## src/rtl/core/bollinger_band_tracker_defines.svh

```systemverilog
// ----------------------------------------------------------------------------
// bollinger band tracker assertion macros
// shared concurrent assertion forms, clocked on clk, reset by rst_n
// ----------------------------------------------------------------------------
`ifndef BOLLINGER_BAND_TRACKER_DEFINES_SVH
`define BOLLINGER_BAND_TRACKER_DEFINES_SVH

// same-cycle implication
`define BBT_ASSERT_IMP(label, ante, cons, msg) \
  label: assert property (@(posedge clk) disable iff (!rst_n) (ante) |-> (cons)) \
    else $error(msg);

// next-cycle implication
`define BBT_ASSERT_NXT(label, ante, cons, msg) \
  label: assert property (@(posedge clk) disable iff (!rst_n) (ante) |=> (cons)) \
    else $error(msg);

`endif

```

## src/rtl/core/bbt_pkg.sv

```systemverilog
// ----------------------------------------------------------------------------
// bbt_pkg
// shared widths and types of the bollinger band tracker
// ----------------------------------------------------------------------------
package bbt_pkg;

  localparam int SAMPLE_W = 24;
  localparam int BAND_W   = 26;

  // status of the square-root unit
  typedef struct packed {
    logic busy;
    logic done;
  } bbt_sqrt_stat_t;

endpackage

```

## src/rtl/core/bbt_ram.sv

```systemverilog
// ----------------------------------------------------------------------------
// bbt_ram
// generic single-write, single-read ram with registered read data
// ----------------------------------------------------------------------------
module bbt_ram #(
  parameter int WIDTH = 24,
  parameter int DEPTH = 20
) (
  input  logic                     clk,
  input  logic                     we,
  input  logic [$clog2(DEPTH)-1:0] waddr,
  input  logic [WIDTH-1:0]         wdata,
  input  logic [$clog2(DEPTH)-1:0] raddr,
  output logic [WIDTH-1:0]         rdata
);

  logic [WIDTH-1:0] mem [DEPTH];
  logic [WIDTH-1:0] rdata_r;

  always_ff @(posedge clk) begin
    if (we) begin
      mem[waddr] <= wdata;
    end
    rdata_r <= mem[raddr];
  end

  assign rdata = rdata_r;

endmodule

```

## src/rtl/core/bbt_isqrt.sv

```systemverilog
// ----------------------------------------------------------------------------
// bbt_isqrt
// floored integer square root, one radix-4 digit per cycle
// ----------------------------------------------------------------------------
module bbt_isqrt
  import bbt_pkg::*;
#(
  parameter int DW = 58
) (
  input  logic                clk,
  input  logic                rst_n,
  input  logic                start,
  input  logic [DW-1:0]       radicand,
  output logic [DW/2-1:0]     root,
  output bbt_sqrt_stat_t      stat
);

  localparam int HW = DW / 2;
  localparam int CW = $clog2(HW + 1);

  logic [DW-1:0]   v_r, v_nxt;
  logic [HW+1:0]   rem_r, rem_nxt;
  logic [HW-1:0]   root_r, root_nxt;
  logic [CW-1:0]   cnt_r, cnt_nxt;
  logic            busy_r, busy_nxt;
  logic            done_r, done_nxt;
  logic [HW+3:0]   rem_sh;
  logic [HW+3:0]   trial;
  logic [HW+3:0]   rem_sub;
  logic            ge;

  // trial subtract of (4*root + 1) from the shifted remainder
  assign rem_sh  = {rem_r, v_r[DW-1 -: 2]};
  assign trial   = {2'b00, root_r, 2'b01};
  assign ge      = rem_sh >= trial;
  assign rem_sub = rem_sh - trial;

  always_comb begin
    v_nxt    = v_r;
    rem_nxt  = rem_r;
    root_nxt = root_r;
    cnt_nxt  = cnt_r;
    busy_nxt = busy_r;
    done_nxt = done_r;
    if (start) begin
      v_nxt    = radicand;
      rem_nxt  = '0;
      root_nxt = '0;
      cnt_nxt  = CW'(HW);
      busy_nxt = 1'b1;
      done_nxt = 1'b0;
    end else if (busy_r) begin
      v_nxt    = v_r << 2;
      rem_nxt  = ge ? rem_sub[HW+1:0] : rem_sh[HW+1:0];
      root_nxt = {root_r[HW-2:0], ge};
      cnt_nxt  = cnt_r - CW'(1);
      if (cnt_r == CW'(1)) begin
        busy_nxt = 1'b0;
        done_nxt = 1'b1;
      end
    end
  end

  always_ff @(posedge clk) begin
    if (!rst_n) begin
      busy_r <= 1'b0;
      done_r <= 1'b0;
      cnt_r  <= '0;
    end else begin
      busy_r <= busy_nxt;
      done_r <= done_nxt;
      cnt_r  <= cnt_nxt;
    end
    v_r    <= v_nxt;
    rem_r  <= rem_nxt;
    root_r <= root_nxt;
  end

  assign root      = root_r;
  assign stat.busy = busy_r;
  assign stat.done = done_r;

endmodule

```

## src/rtl/core/bollinger_band_tracker.sv

```systemverilog
// ----------------------------------------------------------------------------
// bollinger_band_tracker
// moving average, population deviation and 2-sigma bands over a sample ring
// ----------------------------------------------------------------------------
//
//  channel | ports                                        | direction
//  --------+----------------------------------------------+----------
//  in      | in_valid, in_ready, in_sample                | sink
//  out     | out_valid, out_ready, out_valid_res,         | source
//          | out_middle_band, out_std_dev, out_upper_band, |
//          | out_lower_band                               |
//
//  one item at a time; while the window is filling an item skips the band math,
//  with a full window the mean, the deviation and the bands are worked out,
//  paced by the square-root unit retiring one radix-4 digit per cycle
//  synchronous active-low reset clears sums, pointer, fill count and control;
//  the ring itself is not cleared, an entry's read data is used only once it holds a sample
//  the output register holds a result until its transfer, and the next input
//  transfer is taken meanwhile; only the final step waits on out_ready
//
`include "bollinger_band_tracker_defines.svh"

module bollinger_band_tracker
  import bbt_pkg::*;
#(
  parameter int WINDOW = 20
) (
  input  logic                     clk,
  input  logic                     rst_n,
  input  logic                     in_valid,
  output logic                     in_ready,
  input  logic [SAMPLE_W-1:0]      in_sample,
  output logic                     out_valid,
  input  logic                     out_ready,
  output logic                     out_valid_res,
  output logic [SAMPLE_W-1:0]      out_middle_band,
  output logic [SAMPLE_W-1:0]      out_std_dev,
  output logic [BAND_W-1:0]        out_upper_band,
  output logic signed [BAND_W-1:0] out_lower_band
);

  // widths that follow from the window length
  localparam int LG = $clog2(WINDOW);
  localparam int SW = SAMPLE_W + LG;         // running sum, also root width
  localparam int QW = 2 * SAMPLE_W + LG;     // running sum of squares
  localparam int DW = 2 * SW;                // product and radicand
  localparam int AW = $clog2(WINDOW);        // ring address
  localparam int FW = $clog2(WINDOW + 1);    // fill count

  localparam logic [SW-1:0] N_W   = SW'(WINDOW);
  // floor(2^SW / N): x*RECIP >> SW is floor(x/N) or one below it
  localparam logic [SW-1:0] RECIP = SW'((64'd1 << SW) / WINDOW);

  typedef enum logic [10:0] {
    ST_IDLE  = 11'b000_0000_0001,
    ST_RD    = 11'b000_0000_0010,
    ST_SQN   = 11'b000_0000_0100,
    ST_ACC   = 11'b000_0000_1000,
    ST_SUMSQ = 11'b000_0001_0000,
    ST_DIFF  = 11'b000_0010_0000,
    ST_DQ    = 11'b000_0100_0000,
    ST_DQN   = 11'b000_1000_0000,
    ST_DCOR  = 11'b001_0000_0000,
    ST_SQRT  = 11'b010_0000_0000,
    ST_FIN   = 11'b100_0000_0000
  } state_t;

  state_t              state_r, state_nxt;
  logic [SAMPLE_W-1:0] sample_r, sample_nxt;
  logic [SW-1:0]       sum_r, sum_nxt;
  logic [QW-1:0]       sumsq_r, sumsq_nxt;
  logic [AW-1:0]       wp_r, wp_nxt;
  logic [FW-1:0]       fill_r, fill_nxt;
  logic                res_ok_r, res_ok_nxt;
  logic                div_sel_r, div_sel_nxt;
  logic [SW-1:0]       q0_r, q0_nxt;
  logic [SAMPLE_W-1:0] mid_r, mid_nxt;
  logic [SAMPLE_W-1:0] sd_r, sd_nxt;
  logic [DW-1:0]       p_r;

  logic                out_valid_r, out_valid_nxt;
  logic                out_res_r, out_res_nxt;
  logic [SAMPLE_W-1:0] out_mid_r, out_mid_nxt;
  logic [SAMPLE_W-1:0] out_sd_r, out_sd_nxt;
  logic [BAND_W-1:0]   out_up_r, out_up_nxt;
  logic [BAND_W-1:0]   out_lo_r, out_lo_nxt;

  // shared multiplier operands, product registered every cycle
  logic [SW-1:0]       mul_a, mul_b;

  logic                ram_we;
  logic [SAMPLE_W-1:0] ram_rdata;
  logic                full;
  logic [SAMPLE_W-1:0] old;
  logic [DW-1:0]       nsq;
  logic [DW-1:0]       diff;
  logic                sq_start;
  logic [SW-1:0]       sq_root;
  bbt_sqrt_stat_t      sq_stat;
  logic [SW-1:0]       div_x;
  logic [SW-1:0]       div_r;
  logic [SW-1:0]       div_q;

  // ring of the last WINDOW samples
  bbt_ram #(
    .WIDTH (SAMPLE_W),
    .DEPTH (WINDOW)
  ) u_ring (
    .clk   (clk),
    .we    (ram_we),
    .waddr (wp_r),
    .wdata (sample_r),
    .raddr (wp_r),
    .rdata (ram_rdata)
  );

  bbt_isqrt #(
    .DW (DW)
  ) u_isqrt (
    .clk      (clk),
    .rst_n    (rst_n),
    .start    (sq_start),
    .radicand (diff),
    .root     (sq_root),
    .stat     (sq_stat)
  );

  // the oldest sample leaves the sums only once the window is full
  assign full = fill_r == FW'(WINDOW);
  assign old  = full ? ram_rdata : '0;

  // N*sumsq - sum^2, exact modulo 2^DW
  assign nsq  = DW'(sumsq_r) * DW'(N_W);
  assign diff = nsq - p_r;

  // reciprocal division correction: remainder below 2N, one compare
  assign div_x = div_sel_r ? sq_root : sum_r;
  assign div_r = div_x - p_r[SW-1:0];
  assign div_q = q0_r + SW'(div_r >= N_W);

  assign in_ready = state_r == ST_IDLE;

  always_comb begin
    state_nxt     = state_r;
    sample_nxt    = sample_r;
    sum_nxt       = sum_r;
    sumsq_nxt     = sumsq_r;
    wp_nxt        = wp_r;
    fill_nxt      = fill_r;
    res_ok_nxt    = res_ok_r;
    div_sel_nxt   = div_sel_r;
    q0_nxt        = q0_r;
    mid_nxt       = mid_r;
    sd_nxt        = sd_r;
    mul_a         = '0;
    mul_b         = '0;
    ram_we        = 1'b0;
    sq_start      = 1'b0;
    out_valid_nxt = out_valid_r && !out_ready;
    out_res_nxt   = out_res_r;
    out_mid_nxt   = out_mid_r;
    out_sd_nxt    = out_sd_r;
    out_up_nxt    = out_up_r;
    out_lo_nxt    = out_lo_r;

    case (state_r)
      ST_IDLE: begin
        // ring read of the slot about to be replaced starts here
        if (in_valid) begin
          sample_nxt = in_sample;
          state_nxt  = ST_RD;
        end
      end
      ST_RD: begin
        mul_a     = SW'(old);
        mul_b     = SW'(old);
        ram_we    = 1'b1;
        sum_nxt   = sum_r - SW'(old) + SW'(sample_r);
        state_nxt = ST_SQN;
      end
      ST_SQN: begin
        sumsq_nxt = sumsq_r - p_r[QW-1:0];
        mul_a     = SW'(sample_r);
        mul_b     = SW'(sample_r);
        state_nxt = ST_ACC;
      end
      ST_ACC: begin
        sumsq_nxt  = sumsq_r + p_r[QW-1:0];
        wp_nxt     = (wp_r == AW'(WINDOW - 1)) ? '0 : wp_r + AW'(1);
        if (!full) begin
          fill_nxt = fill_r + FW'(1);
        end
        // full after this sample: either already full or one short
        res_ok_nxt = full || (fill_r == FW'(WINDOW - 1));
        state_nxt  = (full || (fill_r == FW'(WINDOW - 1))) ? ST_SUMSQ : ST_FIN;
      end
      ST_SUMSQ: begin
        mul_a     = sum_r;
        mul_b     = sum_r;
        state_nxt = ST_DIFF;
      end
      ST_DIFF: begin
        // root runs while the mean is divided out
        sq_start    = 1'b1;
        mul_a       = sum_r;
        mul_b       = RECIP;
        div_sel_nxt = 1'b0;
        state_nxt   = ST_DQ;
      end
      ST_DQ: begin
        q0_nxt    = p_r[DW-1:SW];
        state_nxt = ST_DQN;
      end
      ST_DQN: begin
        mul_a     = q0_r;
        mul_b     = N_W;
        state_nxt = ST_DCOR;
      end
      ST_DCOR: begin
        if (div_sel_r) begin
          sd_nxt    = div_q[SAMPLE_W-1:0];
          state_nxt = ST_FIN;
        end else begin
          mid_nxt   = div_q[SAMPLE_W-1:0];
          state_nxt = ST_SQRT;
        end
      end
      ST_SQRT: begin
        if (sq_stat.done) begin
          mul_a       = sq_root;
          mul_b       = RECIP;
          div_sel_nxt = 1'b1;
          state_nxt   = ST_DQ;
        end
      end
      ST_FIN: begin
        // load the output register once it is free or being drained
        if (!out_valid_r || out_ready) begin
          out_valid_nxt = 1'b1;
          out_res_nxt   = res_ok_r;
          if (res_ok_r) begin
            out_mid_nxt = mid_r;
            out_sd_nxt  = sd_r;
            out_up_nxt  = BAND_W'(mid_r) + BAND_W'({sd_r, 1'b0});
            out_lo_nxt  = BAND_W'(mid_r) - BAND_W'({sd_r, 1'b0});
          end else begin
            out_mid_nxt = '0;
            out_sd_nxt  = '0;
            out_up_nxt  = '0;
            out_lo_nxt  = '0;
          end
          state_nxt = ST_IDLE;
        end
      end
      default: begin
        state_nxt = ST_IDLE;
      end
    endcase
  end

  always_ff @(posedge clk) begin
    if (!rst_n) begin
      state_r     <= ST_IDLE;
      sum_r       <= '0;
      sumsq_r     <= '0;
      wp_r        <= '0;
      fill_r      <= '0;
      res_ok_r    <= 1'b0;
      div_sel_r   <= 1'b0;
      out_valid_r <= 1'b0;
    end else begin
      state_r     <= state_nxt;
      sum_r       <= sum_nxt;
      sumsq_r     <= sumsq_nxt;
      wp_r        <= wp_nxt;
      fill_r      <= fill_nxt;
      res_ok_r    <= res_ok_nxt;
      div_sel_r   <= div_sel_nxt;
      out_valid_r <= out_valid_nxt;
    end
    sample_r  <= sample_nxt;
    q0_r      <= q0_nxt;
    mid_r     <= mid_nxt;
    sd_r      <= sd_nxt;
    p_r       <= DW'(mul_a) * DW'(mul_b);
    out_res_r <= out_res_nxt;
    out_mid_r <= out_mid_nxt;
    out_sd_r  <= out_sd_nxt;
    out_up_r  <= out_up_nxt;
    out_lo_r  <= out_lo_nxt;
  end

  assign out_valid       = out_valid_r;
  assign out_valid_res   = out_res_r;
  assign out_middle_band = out_mid_r;
  assign out_std_dev     = out_sd_r;
  assign out_upper_band  = out_up_r;
  assign out_lower_band  = $signed(out_lo_r);

  // no second transfer while an item is in progress
  `BBT_ASSERT_NXT(a_busy_after_accept, in_valid && in_ready, !in_ready,
                  "input taken while an item is in progress")
  `BBT_ASSERT_IMP(a_fill_bound, 1'b1, fill_r <= FW'(WINDOW), "fill count past window")
  // the root runs only under the mean division or the wait for it
  `BBT_ASSERT_IMP(a_sqrt_overlap, sq_stat.busy, state_r == ST_DQ || state_r == ST_DQN || state_r == ST_DCOR || state_r == ST_SQRT, "square root busy outside its window")
  `BBT_ASSERT_IMP(a_band_sum, out_valid && out_valid_res, out_upper_band == BAND_W'(out_middle_band) + BAND_W'({out_std_dev, 1'b0}), "upper band not mid plus twice deviation")
  `BBT_ASSERT_IMP(a_fill_zero, out_valid && !out_valid_res, out_middle_band == '0 && out_std_dev == '0 && out_upper_band == '0, "partial window result not cleared")

endmodule

```

## config.mk

```make
export PLATFORM = sky130hd
export DESIGN_NAME = bollinger_band_tracker
export DESIGN_NICKNAME = d
export VERILOG_FILES = /design/src/rtl/core/bbt_pkg.sv /design/src/rtl/core/bbt_ram.sv /design/src/rtl/core/bbt_isqrt.sv /design/src/rtl/core/bollinger_band_tracker.sv
export VERILOG_INCLUDE_DIRS = /design/src /design/src/rtl/core
export SDC_FILE = /design/constraint.sdc
export NUM_CORES = 2
export LEC_CHECK = 0
export BUFFER_PORTS_ARGS = -buffer_cell sky130_fd_sc_hd__buf_4
export CAP_MARGIN = 10
export CORE_AREA = 3 3 390 392
export DETAILED_ROUTE_END_ITERATION = 10
export DIE_AREA = 0 0 393 395
export PLACE_DENSITY = 0.71
export RECOVER_POWER = 100
export SYNTH_ARGS = -nofsm -noshare
export SYNTH_HDL_FRONTEND = slang
export SYNTH_SLANG_ARGS = --single-unit
```

## constraint.sdc

```tcl
create_clock -name clk -period 26.9 [get_ports clk]
set_clock_uncertainty 0.1 [all_clocks]
set_input_delay 2.69 -clock clk [delete_from_list [all_inputs] [get_ports clk]]
set_output_delay 2.69 -clock clk [all_outputs]
set_load 0.02 [all_outputs]
```

**Yosys cells after proc, flatten, opt, wreduce, memory -nomap -nowiden**

Memory sizes are Yosys's and may differ from the RTL's. A register that Yosys moved wholly into a read port is not among the register bits.
Index checks and enable logic that the tools add are counted.

- Equality and inequality tests: 18
- $mul: 2
- Bitwise operators: 3
- Order comparisons: 2
- Mux-type cells: 30
- Add/sub/neg operators: 13
- Reductions and logical operators: 18

Operator list:

| kind | count |
|---|---|
| case mux 29 bit (6 select lines) | 1 |
| case mux 29 bit (5 select lines) | 1 |
| case mux 11 bit (11 select lines) | 1 |
| two-way mux 58 bit | 2 |
| case mux 53 bit (2 select lines) | 1 |
| multiplier 29 x 29 -> 58 bit | 1 |
| two-way mux 29 bit | 2 |
| subtractor 58 bit | 1 |
| multiplier 53 x 3 -> 56 bit (second input constant) | 1 |
| two-way mux 11 bit | 5 |
| adder 53 bit | 1 |
| subtractor 53 bit | 1 |
| greater-or-equal comparator 33 x 31 -> 1 bit | 1 |
| two-way mux 31 bit | 1 |
| subtractor 31 bit | 1 |
| adder 29 x 24 -> 29 bit | 1 |
| greater-or-equal comparator 29 x 5 -> 1 bit (second input constant) | 1 |
| subtractor 29 x 24 -> 29 bit | 1 |
| subtractor 29 bit | 1 |
| adder 24 x 25 -> 26 bit | 1 |
| subtractor 24 x 25 -> 26 bit | 1 |
| two-way mux 25 bit | 1 |
| adder 24 x 1 -> 24 bit | 1 |
| two-way mux 24 bit | 1 |
| 28 further kinds | 56 |

- Bits of input ports: 28
- Memories: 1
- Output and inout port bits: 103
- Register bits after elaboration: 491
- Memory bits (writable): 480
- Logic and storage cells: 112

Memory list:

| memory | depth | bits a word | read ports | clocked after Yosys merged registers in | wr ports | line | text |
|---|---|---|---|---|---|---|---|
| u_ring.mem | 20 | 24 | 1 | 1 | 1 | bbt_ram.sv:17 | `logic [WIDTH-1:0] mem [DEPTH];` |

**Longest topological paths before layout**

- Depth in word-level cells: 4
- Gate-level depth with buffers: 44
- Depth with buffers taken out: 38

**Modules after synthesis**

Synthesis repeated with hierarchy kept, for this count alone.

- Cell total of the unflattened synthesis: 8169
- Area, all modules: 81723.4 sq um

Modules (own cells, without submodules):

| module | area an instance (sq um) | cells an instance | seq. area each (sq um) | times used |
|---|---|---|---|---|
| bollinger_band_tracker | 55640.9 | 6496 | 9258.9 | 1 |
| bbt_ram | 19115.8 | 1005 | 14894.3 | 1 |
| bbt_isqrt | 6966.7 | 668 | 3083.0 | 1 |

**Worst setup path before layout**

Ideal clock, no wire load.

- Kind: register to register
- Start: reg state_r[0]
- End: reg p_r[53]
- Slack: 17685 ps
- Data arrival time: 9042 ps
- Setup time: 72 ps
- Buffers on the path: 4
- Cell stages (with the launch flop): 37
- Required time: 26728 ps
- Period minus slack after synthesis: 9215 ps
- Cell sequence: dfxtp_1 > nor4_1 > nand2_1 > nor4_1 > nand3b_1 > nor2_2 > buf_2 > buf_2 > a22oi_1 > nand2_1 > buf_2 > nand2_1 > fa_1 > inv_1 > fa_1 > fa_1 > inv_1 > fa_1 > inv_1 > fa_1 > fa_1 > fa_1 > inv_1 > fa_1 > inv_1 > ha_1 > clkbuf_1 > a21oi_1 > o21ai_1 > a221oi_1 > nor2_1 > a211oi_1 > o21ai_1 > a31o_1 > a221o_1 > a311oi_1 > xnor2_1

- Cells in the longest elaborated chain, start to end: 4
- Elaborated cells between the ends (all ways): 10
- Those cells by class: mul: 1; eq/ne: 6; mux: 2; reduce/logical: 1

RTL lines:

| item | line | text |
|---|---|---|
| start, declared | bollinger_band_tracker.sv:68 | `state_t state_r, state_nxt;` |
| start signal, assigned | bollinger_band_tracker.sv:272 | `state_r <= state_nxt;` |
| equality test 11 x 6 -> 1 bit or equality test 11 x 5 -> 1 bit (tied branches) | bollinger_band_tracker.sv:166 | `case (state_r)` |
| OR reduction 2 bit (no source line) | n/a |  |
| case mux 29 bit (5 select lines) | bollinger_band_tracker.sv:166 |  |
| multiplier 29 x 29 -> 58 bit * | bollinger_band_tracker.sv:285 | `p_r <= DW'(mul_a) * DW'(mul_b);` |
| end signal, assigned | bollinger_band_tracker.sv:285 |  |
| end, declared | bollinger_band_tracker.sv:79 | `logic [DW-1:0] p_r;` |

Every way passes the cells marked *; elsewhere a longest branch is shown, timed or not.
A chain may end at the register's enable or synchronous reset.

**Worst setup path in the final report**

- Start: reg state_r[7]
- End: reg p_r[54]

The elaborated chain is that of the path after synthesis.

==> results.tsv <==
metric	value	unit
status	finished with violations	
violated checks	capacitance limit, slew limit	
Critical Path RT	27470	ps
register bit total from synthesis	992	
syn_nets	9462	
Hold EP	q0_r[25]	
CP bufs+invs	6	
clock-pin transition on the worst setup and hold timing paths	60	ps
worst-path fanout max	46	
first-pass GRT wire length	387000	um
CP endpoint kind	register	
Final period util	51.51	%
Root Buffer	clkbuf_16	
Synth Area in XOR/XNOR	3.930	%
TritonCTS buffer count	102	
Top FF cell, synth	edfxtp_1	
Period minus WS final	13860	ps
total gr overflow	0	
worst slew pin tran	4385	ps
delay-heaviest family, CP	adder cells	
Synth Area in Compound Gates	11.50	%
flop2flop setup slack	13040	ps
Post-synth EDFFs	737	
sequential element share of the synthesized area	33.30	%
total negative slack	0	ps
mux share of post-synthesis cell area	4.947	%
final setup fails	0	
die area	155200	um^2
share of synthesized registers carrying an async set or reset	0	%
Initial Utilization	54.81	%
Syn Area/Cell	10.12	um^2
post-CTS setup buffer count	0	
Mapped Area	81790	um^2
vias per inst	6.105	
area delta synth->final	7.174	%
post_cts resized	0	
vias in the first global route	62030	
Peak VDD IR	66.04	uV
clk buf depth	3	
commonest non-fill, non-tap cell in the layout	inv_1	
layout cell share with drive strength beyond 1	5.903	%
cell count after synthesis	8082	
routability cong.	1.029	
start point of the critical path	state_r[7]	
Worst Path Arrival	14420	ps
RSZ-0062 raised after global routing	no	
Final nets	9457	
die height	395	um
hold path startpoint	p_r[54]	
Total Power	3.292	mW
CTS tree	built	
most frequent cells in the layout	inv_1 (1076), nand2_1 (845), fa_1 (752), edfxtp_1 (737), nor2_1 (719)	
residual DRC count	0	
Critical-path top delay cell	clkbuf_1	
hold depth	0	
Worst R2R Path Depth	34	
Max Fclk	72.17	MHz
Max Slew Vio Count	904	
largest net degree at the start of global routing	90	
cell mode on critical path	fa_1	
Post-Place Cells	9917	
RR Endpoint	p_r[54]	
clk sinks	992	
Top Ports	131	
Wirelength per Cell	25.53	um
number of routed nets with antenna violations	0	
Cell variety after synth	94	
crit start category	register	
worst reg2reg startpoint	state_r[7]	
Row Count	142	
initial antenna violation count	7	
relative slew slack	-192.3	%
final wirelength	258200	um
largest family of logic cells by synthesized area	adder cells	
Max Cap Viol	21	
non-filler cells, final	10120	
pwr dens	37.55	nW/um^2
# hold bufs at CTS	0	
WS Path Type	reg2reg	
number of hold violations in the final report	0	
Yosys warnings	0	
number of DRC markers in iteration 0	6419	
DR pass1 iterations	9	
Vias	61750	
Core Region	149200	um^2
later-pin clock latency in the skew report	780	ps
CP peak stage delay	1870	ps
Total GRT Usage	33.24	%
hold slack final	346.9	ps
dpl hpwl	194800	um
die width	393	um
H-tree levels	3	
Lkg Pwr	37.98	nW
Hold Path Class	reg2reg	
adder-cell area share of the yosys netlist	27.58	%
Simple-Gate Fraction of Synth Area	11.95	%
Port Buffer Count	130	
-- metrics by stage --
step	setup WS [ps]	instance area [um^2]	util, %
finish	13040	87660	58.74
global route	12690	87650	58.73
global placement	15800	84970	56.93
CTS	15730	88410	59.24
floorplan	17690	81790	-
detailed placement	15700	84970	56.93
-- flip-flops by register name, summed over array words and instances, names as in the netlist, 25 cells and up --
name            flops
p_r                58
u_isqrt.root       29
u_isqrt.v_r        58
u_isqrt.rem_r      31
u_ring.mem        480
sumsq_r            53
q0_r               29
sum_r              29
out_upper_band     25
-- cells in the mapped netlist, types with 73 or more instances --
master,count,area share (%)
a21o_1,192,1.8
a21oi_1,433,2.6
and2_1,119,0.91
clkbuf_1,297,1.4
dfxtp_1,255,6.2
edfxtp_1,737,27
fa_1,752,18
ha_1,600,9.2
inv_1,1075,4.9
mux2i_1,78,0.95
mux4_2,121,3.3
nand2_1,846,3.9
nand3_1,103,0.63
nor2_1,721,3.3
o21ai_0,257,1.6
o21ai_1,73,0.45
xnor2_1,253,2.7
xor2_1,114,1.2
-- cell type report --
| cell class | instances | area (um^2) |
|---|---|---|
| fillers | 12660 | 61580 |
| multi-input cells | 5631 | 49080 |
| flip-flops and latches | 992 | 27240 |
| inverters | 1085 | 4074 |
| clock buffers | 130 | 2701 |
| well taps | 1944 | 2432 |
| repair buffers | 265 | 1378 |
| clock inverters | 63 | 742.0 |
| diodes | 5 | 12.51 |
-- metal layers --
metal,vias to the layer above,part of all wire [%],global-route usage [%]
met2,3294,44,50.12
met4,8,6.4,17.34
met1,30260,40,44.18
li1,27390,-,-
met3,799,10,8.706
met5,-,0.098,0
-- report_power, final --
group	internal [mW]	leakage (nW)	switching [mW]	total [mW]
combinational	0.0757	27.4	0.118	0.194
clock	0.809	1.67	0.627	1.44
sequential	1.65	8.90	0.0130	1.66
total	2.53	38.0	0.759	3.29
-- worst max path at each step --
stage / to / slack [ps] / depth (start not counted)
after floorplan: p_r[53] / 17690 / 36
after global placement: p_r[54] / 15800 / 35
after detailed placement: p_r[54] / 15700 / 35
after CTS: p_r[54] / 15730 / 35
after global routing: p_r[54] / 12690 / 34
final: p_r[54] / 13040 / 34
-- cells by family (layout without fill, tap and decap cells) --
group           after synthesis  in the layout
xor+xnor                    367            367
simple gates               2199           2199
buf+inv                    1459           1543
flops                       992            992
mux                         247            247
other cells                   0              5
fa+ha+maj                  1352           1352
compound gates             1466           1466
(Power assumes the default switching activity.)
